`config.mk`:
```
export PLATFORM = sky130hd
export DESIGN_NAME = can_tp_reassembly_receiver_unit
export DESIGN_NICKNAME = d
export VERILOG_FILES = /design/src/rtl/ctp_pkg.sv /design/src/rtl/ctp_decode.sv /design/src/rtl/can_tp_reassembly_receiver_unit.sv
export SDC_FILE = /design/constraint.sdc
export NUM_CORES = 1
export LEC_CHECK = 0
export BUFFER_PORTS_ARGS = -buffer_cell sky130_fd_sc_hd__buf_2
export CORE_MARGIN = 2
export CORE_UTILIZATION = 40
export CTS_CLUSTER_SIZE = 40
export DETAILED_ROUTE_END_ITERATION = 6
export HOLD_SLACK_MARGIN = 0.06
export PLACE_DENSITY = 0.61
export SKIP_CTS_REPAIR_TIMING = 1
export SLEW_MARGIN = 20
export SYNTH_ARGS = -nofsm -noshare
export SYNTH_HDL_FRONTEND = slang
export SYNTH_HIERARCHICAL = 1
export SYNTH_SLANG_ARGS = --single-unit
```
`constraint.sdc`:
```
create_clock -name clk -period 7.13 [get_ports clk]
set_input_delay 1.0695 -clock clk [delete_from_list [all_inputs] [get_ports clk]]
set_output_delay 1.0695 -clock clk [all_outputs]
set_load 0.03 [all_outputs]
```
`src/rtl/ctp_pkg.sv`:
```
// ----------------------------------------------------------------------------
// ctp_pkg
// Shared types and codes for the CAN transport-layer receive reassembler.
// ----------------------------------------------------------------------------
package ctp_pkg;

  // Result kinds
  localparam logic [1:0] KIND_DATA = 2'd0;
  localparam logic [1:0] KIND_FC   = 2'd1;
  localparam logic [1:0] KIND_END  = 2'd2;

  // Flow status codes
  localparam logic [1:0] FS_CONTINUE = 2'd0;
  localparam logic [1:0] FS_WAIT     = 2'd1;
  localparam logic [1:0] FS_ABORT    = 2'd2;

  // End record status codes
  localparam logic [1:0] ES_OK     = 2'd0;
  localparam logic [1:0] ES_NODATA = 2'd1;
  localparam logic [1:0] ES_UNSUP  = 2'd2;
  localparam logic [1:0] ES_ABORT  = 2'd3;

  // Protocol control nibbles
  localparam logic [3:0] PCI_SINGLE = 4'h0;
  localparam logic [3:0] PCI_FIRST  = 4'h1;

  // Register indexes
  localparam logic [1:0] REG_BLOCK_SIZE = 2'd0;
  localparam logic [1:0] REG_SEP_TIME   = 2'd1;
  localparam logic [1:0] REG_MAX_WAIT   = 2'd2;

  // Register reset values
  localparam logic [7:0] BLOCK_SIZE_RST = 8'd8;
  localparam logic [7:0] SEP_TIME_RST   = 8'd10;
  localparam logic [7:0] MAX_WAIT_RST   = 8'd3;

  // Payload bytes per frame type
  localparam logic [2:0]  SF_MAX_BYTES = 3'd7;
  localparam logic [2:0]  FF_MAX_BYTES = 3'd6;
  localparam logic [2:0]  CF_MAX_BYTES = 3'd7;
  localparam logic [8:0]  POLLS_MAX    = 9'd511;

  localparam int DATA_SLOTS = 7;

  typedef struct packed {
    logic [7:0] block_size;
    logic [7:0] sep_time;
    logic [7:0] max_wait;
  } cfg_t;

  typedef struct packed {
    logic        receiving;
    logic [11:0] bytes_remaining;
    logic [11:0] declared_length;
    logic [7:0]  frames_in_block;
    logic [8:0]  empty_polls;
  } rx_state_t;

  // Everything one transaction emits: data bytes, then flow control, then end
  typedef struct packed {
    logic [DATA_SLOTS-1:0][7:0] data;
    logic [2:0]                 n_data;
    logic                       fc_en;
    logic [1:0]                 fc_status;
    logic [7:0]                 fc_block_size;
    logic [7:0]                 fc_sep_time;
    logic                       end_en;
    logic [11:0]                end_length;
    logic [1:0]                 end_status;
  } plan_t;

endpackage

```
`src/rtl/ctp_decode.sv`:
```
// ----------------------------------------------------------------------------
// ctp_decode
// Decodes one frame or empty poll against the receive state into the list of
// results it causes and the next receive state.
// ----------------------------------------------------------------------------
module ctp_decode
  import ctp_pkg::*;
(
  input  cfg_t           cfg,
  input  rx_state_t      st,
  input  logic           frame_present,
  input  logic [7:0][7:0] frame,
  output plan_t          plan,
  output rx_state_t      st_next
);

  logic [3:0]  pci;
  logic [3:0]  len_nib;
  logic [11:0] decl;
  logic [2:0]  sf_take;
  logic [2:0]  ff_take;
  logic [2:0]  cf_take;
  logic [11:0] rem_after;
  logic [7:0]  fib_inc;
  logic [8:0]  polls_inc;
  logic        from_byte2;

  assign pci     = frame[0][7:4];
  assign len_nib = frame[0][3:0];
  assign decl    = {len_nib, frame[1]};
  assign sf_take = (len_nib > 4'd7) ? SF_MAX_BYTES : len_nib[2:0];
  assign ff_take = (decl < 12'd6) ? decl[2:0] : FF_MAX_BYTES;
  assign cf_take = (st.bytes_remaining < 12'd7) ? st.bytes_remaining[2:0]
                                                : CF_MAX_BYTES;
  assign rem_after = st.bytes_remaining - {9'd0, cf_take};
  assign fib_inc   = st.frames_in_block + 8'd1;
  assign polls_inc = (st.empty_polls == POLLS_MAX) ? st.empty_polls
                                                   : st.empty_polls + 9'd1;
  // First frames carry data from byte 2, all others from byte 1
  assign from_byte2 = !st.receiving && (pci == PCI_FIRST);

  // Data byte window, result list and state update
  always_comb begin
    for (int i = 0; i < DATA_SLOTS; i++) begin
      if (from_byte2) begin
        plan.data[i] = (i + 2 < 8) ? frame[(i + 2) % 8] : 8'd0;
      end else begin
        plan.data[i] = frame[i + 1];
      end
    end

    plan.n_data        = 3'd0;
    plan.fc_en         = 1'b0;
    plan.fc_status     = FS_CONTINUE;
    plan.fc_block_size = 8'd0;
    plan.fc_sep_time   = 8'd0;
    plan.end_en        = 1'b0;
    plan.end_length    = 12'd0;
    plan.end_status    = ES_OK;
    st_next            = st;

    if (!st.receiving) begin
      if (!frame_present) begin
        plan.end_en     = 1'b1;
        plan.end_status = ES_NODATA;
      end else if (pci == PCI_SINGLE) begin
        plan.n_data     = sf_take;
        plan.end_en     = 1'b1;
        plan.end_length = {9'd0, sf_take};
        plan.end_status = (sf_take != 3'd0) ? ES_OK : ES_NODATA;
      end else if (pci == PCI_FIRST) begin
        plan.n_data        = ff_take;
        plan.fc_en         = 1'b1;
        plan.fc_block_size = cfg.block_size;
        plan.fc_sep_time   = cfg.sep_time;
        if (decl <= 12'd6) begin
          plan.end_en     = 1'b1;
          plan.end_length = decl;
          plan.end_status = (decl != 12'd0) ? ES_OK : ES_NODATA;
        end else begin
          st_next.receiving       = 1'b1;
          st_next.declared_length = decl;
          st_next.bytes_remaining = decl - 12'd6;
          st_next.frames_in_block = 8'd0;
          st_next.empty_polls     = 9'd0;
        end
      end else begin
        plan.end_en     = 1'b1;
        plan.end_status = ES_UNSUP;
      end
    end else if (frame_present) begin
      // Consecutive frame
      plan.n_data             = cf_take;
      st_next.empty_polls     = 9'd0;
      st_next.bytes_remaining = rem_after;
      st_next.frames_in_block = fib_inc;
      if (cfg.block_size != 8'd0 && fib_inc >= cfg.block_size) begin
        st_next.frames_in_block = 8'd0;
        plan.fc_en              = 1'b1;
        plan.fc_block_size      = cfg.block_size;
        plan.fc_sep_time        = cfg.sep_time;
      end
      if (rem_after == 12'd0) begin
        plan.end_en       = 1'b1;
        plan.end_length   = st.declared_length;
        st_next.receiving = 1'b0;
      end
    end else begin
      // Empty poll mid-message: wait, or abort past the retry limit
      plan.fc_en = 1'b1;
      if (polls_inc > {1'b0, cfg.max_wait}) begin
        plan.fc_status          = FS_ABORT;
        plan.end_en             = 1'b1;
        plan.end_length         = st.declared_length;
        plan.end_status         = ES_ABORT;
        st_next.receiving       = 1'b0;
        st_next.bytes_remaining = 12'd0;
        st_next.frames_in_block = 8'd0;
        st_next.empty_polls     = 9'd0;
      end else begin
        plan.fc_status      = FS_WAIT;
        plan.fc_sep_time    = cfg.sep_time;
        st_next.empty_polls = polls_inc;
      end
    end
  end

endmodule

```
`src/rtl/can_tp_reassembly_receiver_unit.sv`:
```
// ----------------------------------------------------------------------------
// can_tp_reassembly_receiver_unit
// The first result of a transaction is shown in the cycle after it is accepted.
// A transaction yielding N results (1 to 9) holds the result register until all
// are taken, one result per cycle while out_stall is low; the next one is
// accepted in the cycle the last result is taken, so back-to-back one-result
// items flow at one per cycle while out_stall is low. Synchronous reset returns
// to idle and restores the register defaults (block size 8, separation time 10, retries 3).
// ----------------------------------------------------------------------------
module can_tp_reassembly_receiver_unit
  import ctp_pkg::*;
(
  input  logic        clk,
  input  logic        rst,
  // Frame input
  input  logic        in_valid,
  output logic        in_stall,
  input  logic        frame_present,
  input  logic [7:0]  byte0,
  input  logic [7:0]  byte1,
  input  logic [7:0]  byte2,
  input  logic [7:0]  byte3,
  input  logic [7:0]  byte4,
  input  logic [7:0]  byte5,
  input  logic [7:0]  byte6,
  input  logic [7:0]  byte7,
  // Result output
  output logic        out_valid,
  input  logic        out_stall,
  output logic [1:0]  kind,
  output logic [7:0]  data_byte,
  output logic [1:0]  fc_status,
  output logic [7:0]  fc_block_size,
  output logic [7:0]  fc_sep_time,
  output logic [11:0] message_length,
  output logic [1:0]  end_status,
  output logic        last,
  // Register writes
  input  logic        cfg_valid,
  output logic        cfg_ready,
  input  logic [1:0]  cfg_index,
  input  logic [7:0]  cfg_data
);

  cfg_t            cfg;
  rx_state_t       st;
  rx_state_t       st_next;
  plan_t           plan;
  plan_t           plan_next;
  logic            busy;
  logic [3:0]      pos;
  logic [3:0]      total;
  logic            is_last;
  logic            out_take;
  logic            in_take;
  logic [7:0][7:0] frame;

  assign frame = {byte7, byte6, byte5, byte4, byte3, byte2, byte1, byte0};

  // Handshakes
  assign cfg_ready = 1'b1;
  assign out_valid = busy;
  assign out_take  = busy && !out_stall;
  assign total     = {1'b0, plan.n_data} + {3'd0, plan.fc_en} + {3'd0, plan.end_en};
  assign is_last   = (pos + 4'd1) == total;
  assign in_stall  = busy && !(out_take && is_last);
  assign in_take   = in_valid && !in_stall;

  ctp_decode u_decode (
    .cfg           (cfg),
    .st            (st),
    .frame_present (frame_present),
    .frame         (frame),
    .plan          (plan_next),
    .st_next       (st_next)
  );

  // Configuration registers
  always_ff @(posedge clk) begin
    if (rst) begin
      cfg.block_size <= BLOCK_SIZE_RST;
      cfg.sep_time   <= SEP_TIME_RST;
      cfg.max_wait   <= MAX_WAIT_RST;
    end else if (cfg_valid && cfg_ready) begin
      unique case (cfg_index)
        REG_BLOCK_SIZE: cfg.block_size <= cfg_data;
        REG_SEP_TIME:   cfg.sep_time   <= cfg_data;
        REG_MAX_WAIT:   cfg.max_wait   <= cfg_data;
        default: ;
      endcase
    end
  end

  // Receive state, advanced per accepted transaction
  always_ff @(posedge clk) begin
    if (rst) begin
      st <= '0;
    end else if (in_take) begin
      st <= st_next;
    end
  end

  // Result list register and emit pointer
  always_ff @(posedge clk) begin
    if (rst) begin
      busy <= 1'b0;
      pos  <= 4'd0;
    end else if (in_take) begin
      busy <= 1'b1;
      pos  <= 4'd0;
    end else if (out_take) begin
      if (is_last) begin
        busy <= 1'b0;
      end
      pos <= pos + 4'd1;
    end
  end

  always_ff @(posedge clk) begin
    if (in_take) begin
      plan <= plan_next;
    end
  end

  // Current result selection
  always_comb begin
    kind           = KIND_END;
    data_byte      = 8'd0;
    fc_status      = FS_CONTINUE;
    fc_block_size  = 8'd0;
    fc_sep_time    = 8'd0;
    message_length = 12'd0;
    end_status     = ES_OK;
    last           = is_last;
    if (pos < {1'b0, plan.n_data}) begin
      kind      = KIND_DATA;
      data_byte = plan.data[pos[2:0]];
    end else if (pos == {1'b0, plan.n_data} && plan.fc_en) begin
      kind          = KIND_FC;
      fc_status     = plan.fc_status;
      fc_block_size = plan.fc_block_size;
      fc_sep_time   = plan.fc_sep_time;
    end else begin
      message_length = plan.end_length;
      end_status     = plan.end_status;
    end
  end

`ifndef SYNTHESIS
  // The emit pointer stays inside the result list
  a_pos_in_range: assert property (@(posedge clk) disable iff (rst)
    busy |-> (pos < total))
    else $error("emit pointer past end of result list");

  // A reception in progress always owes bytes
  a_rx_owes: assert property (@(posedge clk) disable iff (rst)
    st.receiving |-> (st.bytes_remaining != 12'd0))
    else $error("receiving with nothing owed");

  // An accepted transaction always shows a result next cycle
  a_take_shows: assert property (@(posedge clk) disable iff (rst)
    in_take |=> (out_valid && pos == 4'd0))
    else $error("accepted transaction produced no result");

  // Last result taken with nothing new accepted leaves the output empty
  a_drain: assert property (@(posedge clk) disable iff (rst)
    (out_take && is_last && !in_take) |=> !out_valid)
    else $error("output still valid after last result");
`endif

endmodule
```
==> key figures <==
Synthesis
  – Commonest cells in the synthesized netlist: sky130_fd_sc_hd__edfxtp_1 (93), sky130_fd_sc_hd__nand2b_1 (93), sky130_fd_sc_hd__nand2_1 (82)
  – Share of the yosys chip area belonging to registers: 43.1%
  – Netlist cell types: 72
  – Area share of the largest cell type after synthesis: 28.6%
  – Complex-gate fraction of the synthesized area: 10.6%
  – Top area cells in the synthesized netlist: sky130_fd_sc_hd__edfxtp_1 (29%), sky130_fd_sc_hd__dfxtp_1 (15%), sky130_fd_sc_hd__mux2i_1 (7.4%)
  – Gate count of the mapped netlist: 972
  – Synthesized-area fraction occupied by and/or/nand/nor cells: 20.8%
  – Post-synthesis async set-or-reset flop share: 0%
  – Largest family of logic cells by synthesized area: simple AND/OR/NAND/NOR gates
  – EDFF count, synth: 93
  – Mux share of post-synthesis cell area: 14.7%
  – Seq cells post-synth: 164
  – Mapped Area: 0.00978 mm²
  – Synth Flop Type: sky130_fd_sc_hd__edfxtp_1
  – Xor and xnor area share after synthesis: 2.78%
  – Syn Area/Cell: 10.1 µm²
  – Number of warnings printed during yosys synthesis: 6
  – Adder and majority cell fraction of the synthesized area: 3.40%
  – Largest area contributor in the synthesized netlist: sky130_fd_sc_hd__edfxtp_1
  – Net Count, Synth: 1,078

Timing
  – Final Skew: 0.0104 ns
  – Post-route minimum period: 4.71 ns
  – Count of endpoints failing hold in the final timing report: 0
  – Maximum frequency from static timing analysis: 212 MHz
  – Relative slew slack: 27.8%
  – Final count of negative-setup-slack endpoints: 0
  – Period utilization: 66.1%
  – Setup TNS: 0 ns
  – Number of pins exceeding their max-slew limit in the final report: 0
  – Slew at the pin closest to its max-slew limit: 1.08 ns
  – Setup repair after global routing missed its margin: no

Power
  – Areal power density over the cells: 204 mW/mm²
  – LEAKAGE: 4.52 nW
  – Maximum resistive drop on vdd: 0.138 mV
  – Total power: 2.29 mW

Route
  – DR vias: 7,403
  – Wirelength, routed: 23.4 mm
  – Via density: 5.27
  – Avg WL per Cell: 16.6 µm
  – DRC: 0
  – Antenna-violating nets left: 0
  – First-iteration detailed-routing DRC count: 442
  – Total iterations of the first detailed-routing run: 6

Setup path
  – CP top delay family: simple AND/OR/NAND/NOR gates
  – Critical path's largest stage delay: 0.80 ns
  – Buf+Inv Stages, Crit Path: 0
  – Launching point of the worst reg2reg path: st[0]$_SDFFE_PP0P_
  – CP cell instances: ha_1 > nand3_1 > nor4_1 > nor3_1 > xor2_1 > ha_1 > nand2_1 > o31a_1 > or3_1 > o21ai_2 > o32ai_2 > a22o_1
  – Most common cell type on the critical path: sky130_fd_sc_hd__ha_1
  – Startpoint class of the critical path: flip-flop
  – Slowest stage cell on the critical path: sky130_fd_sc_hd__nor4_1
  – Crit-path max FO: 14
  – Element type at the critical path end: flip-flop
  – Endpoint required time on the critical path: 7.32 ns
  – CP arrival: 4.90 ns
  – Launch point of the critical path: st[0]$_SDFFE_PP0P_
  – Critical setup path kind: reg -> reg

Worst hold path
  – Class of the tightest hold or removal check: reg -> reg
  – Worst hold start: cfg[11]$_SDFFE_PP1P_

Clock tree
  – Clock tree root buffer cell: sky130_fd_sc_hd__clkbuf_16
  – CTS H-tree depth: 4
  – Clock transition at the registers of the reported paths: 0.07 ns
  – CTS buffer count: 17
  – Max Root-Sink Buffers: 2
  – Clk Latency, worst-skew pair: 0.43 ns
  – TritonCTS clock tree: built
  – Clock Sink Count: 164

Flow run
  – Number of violations of the max-capacitance limit: 0

Layout
  – Area added between synthesis and finish: 14.5%
  – Number of inserted diodes: 0
  – Count of fill cells added during filler insertion: 2,280
  – Fin nets: 1,175
  – Non-filler cells in the finished layout: 1,406
  – Layout cells sized above 1: 23.4%

Floorplanning
  – Top-Level Pins: 126
  – DIE HEIGHT: 160 µm
  – Starting density of the core: 40.4%
  – Total core area: 0.0242 mm²
  – Num rows: 57
  – Floorplan die area: 0.0257 mm²
  – Die X: 160 µm

Placed design
  – Dpl hpwl: 16.3 mm
  – Buffers on Ports: 124
  – Placed cells: 1,374
  – Routability Congestion: 0.860

Global routing
  – Total Routing Usage GR: 18.4%
  – Via count of the first global-routing pass: 7,101
  – Maximum number of pins on one net before global-route repair: 114
  – Global-route wire length before repair: 37.8 mm
  – GRT Residual Overflow: 0
  – Number of antenna violations at the first check in global routing: 0

Run status
  – Result of the run: finished, final reports clean
placed cells by master, fill, tap and decap left out, types with 6 or more instances in the layout:
master / n
sky130_fd_sc_hd__nand2_1: 82
sky130_fd_sc_hd__mux2i_1: 72
sky130_fd_sc_hd__nor2b_1: 13
sky130_fd_sc_hd__ha_1: 25
sky130_fd_sc_hd__inv_1: 35
sky130_fd_sc_hd__dfxtp_1: 71
sky130_fd_sc_hd__a31oi_1: 9
sky130_fd_sc_hd__xor2_1: 11
sky130_fd_sc_hd__buf_4: 13
sky130_fd_sc_hd__xnor2_1: 20
sky130_fd_sc_hd__a21oi_1: 34
sky130_fd_sc_hd__edfxtp_1: 93
sky130_fd_sc_hd__and2_4: 9
sky130_fd_sc_hd__a211oi_1: 11
sky130_fd_sc_hd__nand3_1: 17
sky130_fd_sc_hd__nor3_1: 22
sky130_fd_sc_hd__buf_2: 124
sky130_fd_sc_hd__o31ai_1: 6
sky130_fd_sc_hd__and2_1: 35
sky130_fd_sc_hd__nand2b_1: 93
sky130_fd_sc_hd__o21ai_0: 12
sky130_fd_sc_hd__nor2_1: 77
sky130_fd_sc_hd__a22o_1: 12
sky130_fd_sc_hd__mux2_2: 48
sky130_fd_sc_hd__nor4_1: 6
sky130_fd_sc_hd__clkbuf_16: 17
sky130_fd_sc_hd__mux4_2: 8
sky130_fd_sc_hd__a211o_1: 6
cell families (layout without fill, tap and decap cells):
logic type	Yosys count	after routing
other cells	1	1
buf+inv	95	205
flops	164	164
simple gates	385	385
mux	128	128
compound gates	142	142
xor+xnor	31	31
fa+ha+maj	26	26
state kept, by name, indices dropped and copies added, names as in the netlist:
register / count
cfg: 24
out_valid: 1
plan: 93
pos: 4
st: 42
worst paths after layout:
check | end | slack (ns) | cells after the start
max | plan[3]$_DFFE_PP_ | 2.42 | 12
min | cfg[11]$_SDFFE_PP1P_ | 0.48 | 1
max reg2reg | plan[3]$_DFFE_PP_ | 2.42 | 12
min reg2reg | cfg[11]$_SDFFE_PP1P_ | 0.48 | 1
stage by stage:
step | hold WS [ns] | worst slack, ns | cell area [µm²] | utilization [%]
after floorplan | 0.435 | 3.01 | 9780 | -
after global placement | 0.453 | 2.58 | 10600 | 43.9
after detailed placement | 0.460 | 2.48 | 10600 | 43.9
after CTS | 0.483 | 2.48 | 11200 | 46.3
after global routing | 0.497 | 2.01 | 11200 | 46.3
final | 0.479 | 2.42 | 11200 | 46.3
where the power goes:
part           leakage (nW)  internal [mW]  switching, mW
registers              1.48           1.05         0.0165
logic                  2.76          0.121          0.187
clock network         0.282          0.501          0.411
total                  4.52           1.68          0.614
layer usage:
layer  vias to the layer above  share of wire, %  GRT usage (%)
li1                       3666                 -              -
met1                      3545                47           24.8
met2                       168                47           30.6
met3                        24               4.0           3.20
met4                         0               1.4           5.32
met5                         -                 0              0
cell type report:
| type | instances | area, µm² | area share, % |
|---|---|---|---|
| Clock buffer | 18 | 439 | 3.92 |
| Inverter | 36 | 136 | 1.22 |
| Tap cell | 324 | 405 | 3.62 |
| Timing Repair Buffer | 137 | 718 | 6.41 |
| Multi-Input combinational cell | 713 | 5150 | 46.0 |
| Clock inverter | 14 | 140 | 1.25 |
| Sequential cell | 164 | 4210 | 37.6 |
(Power assumes the default switching activity.)
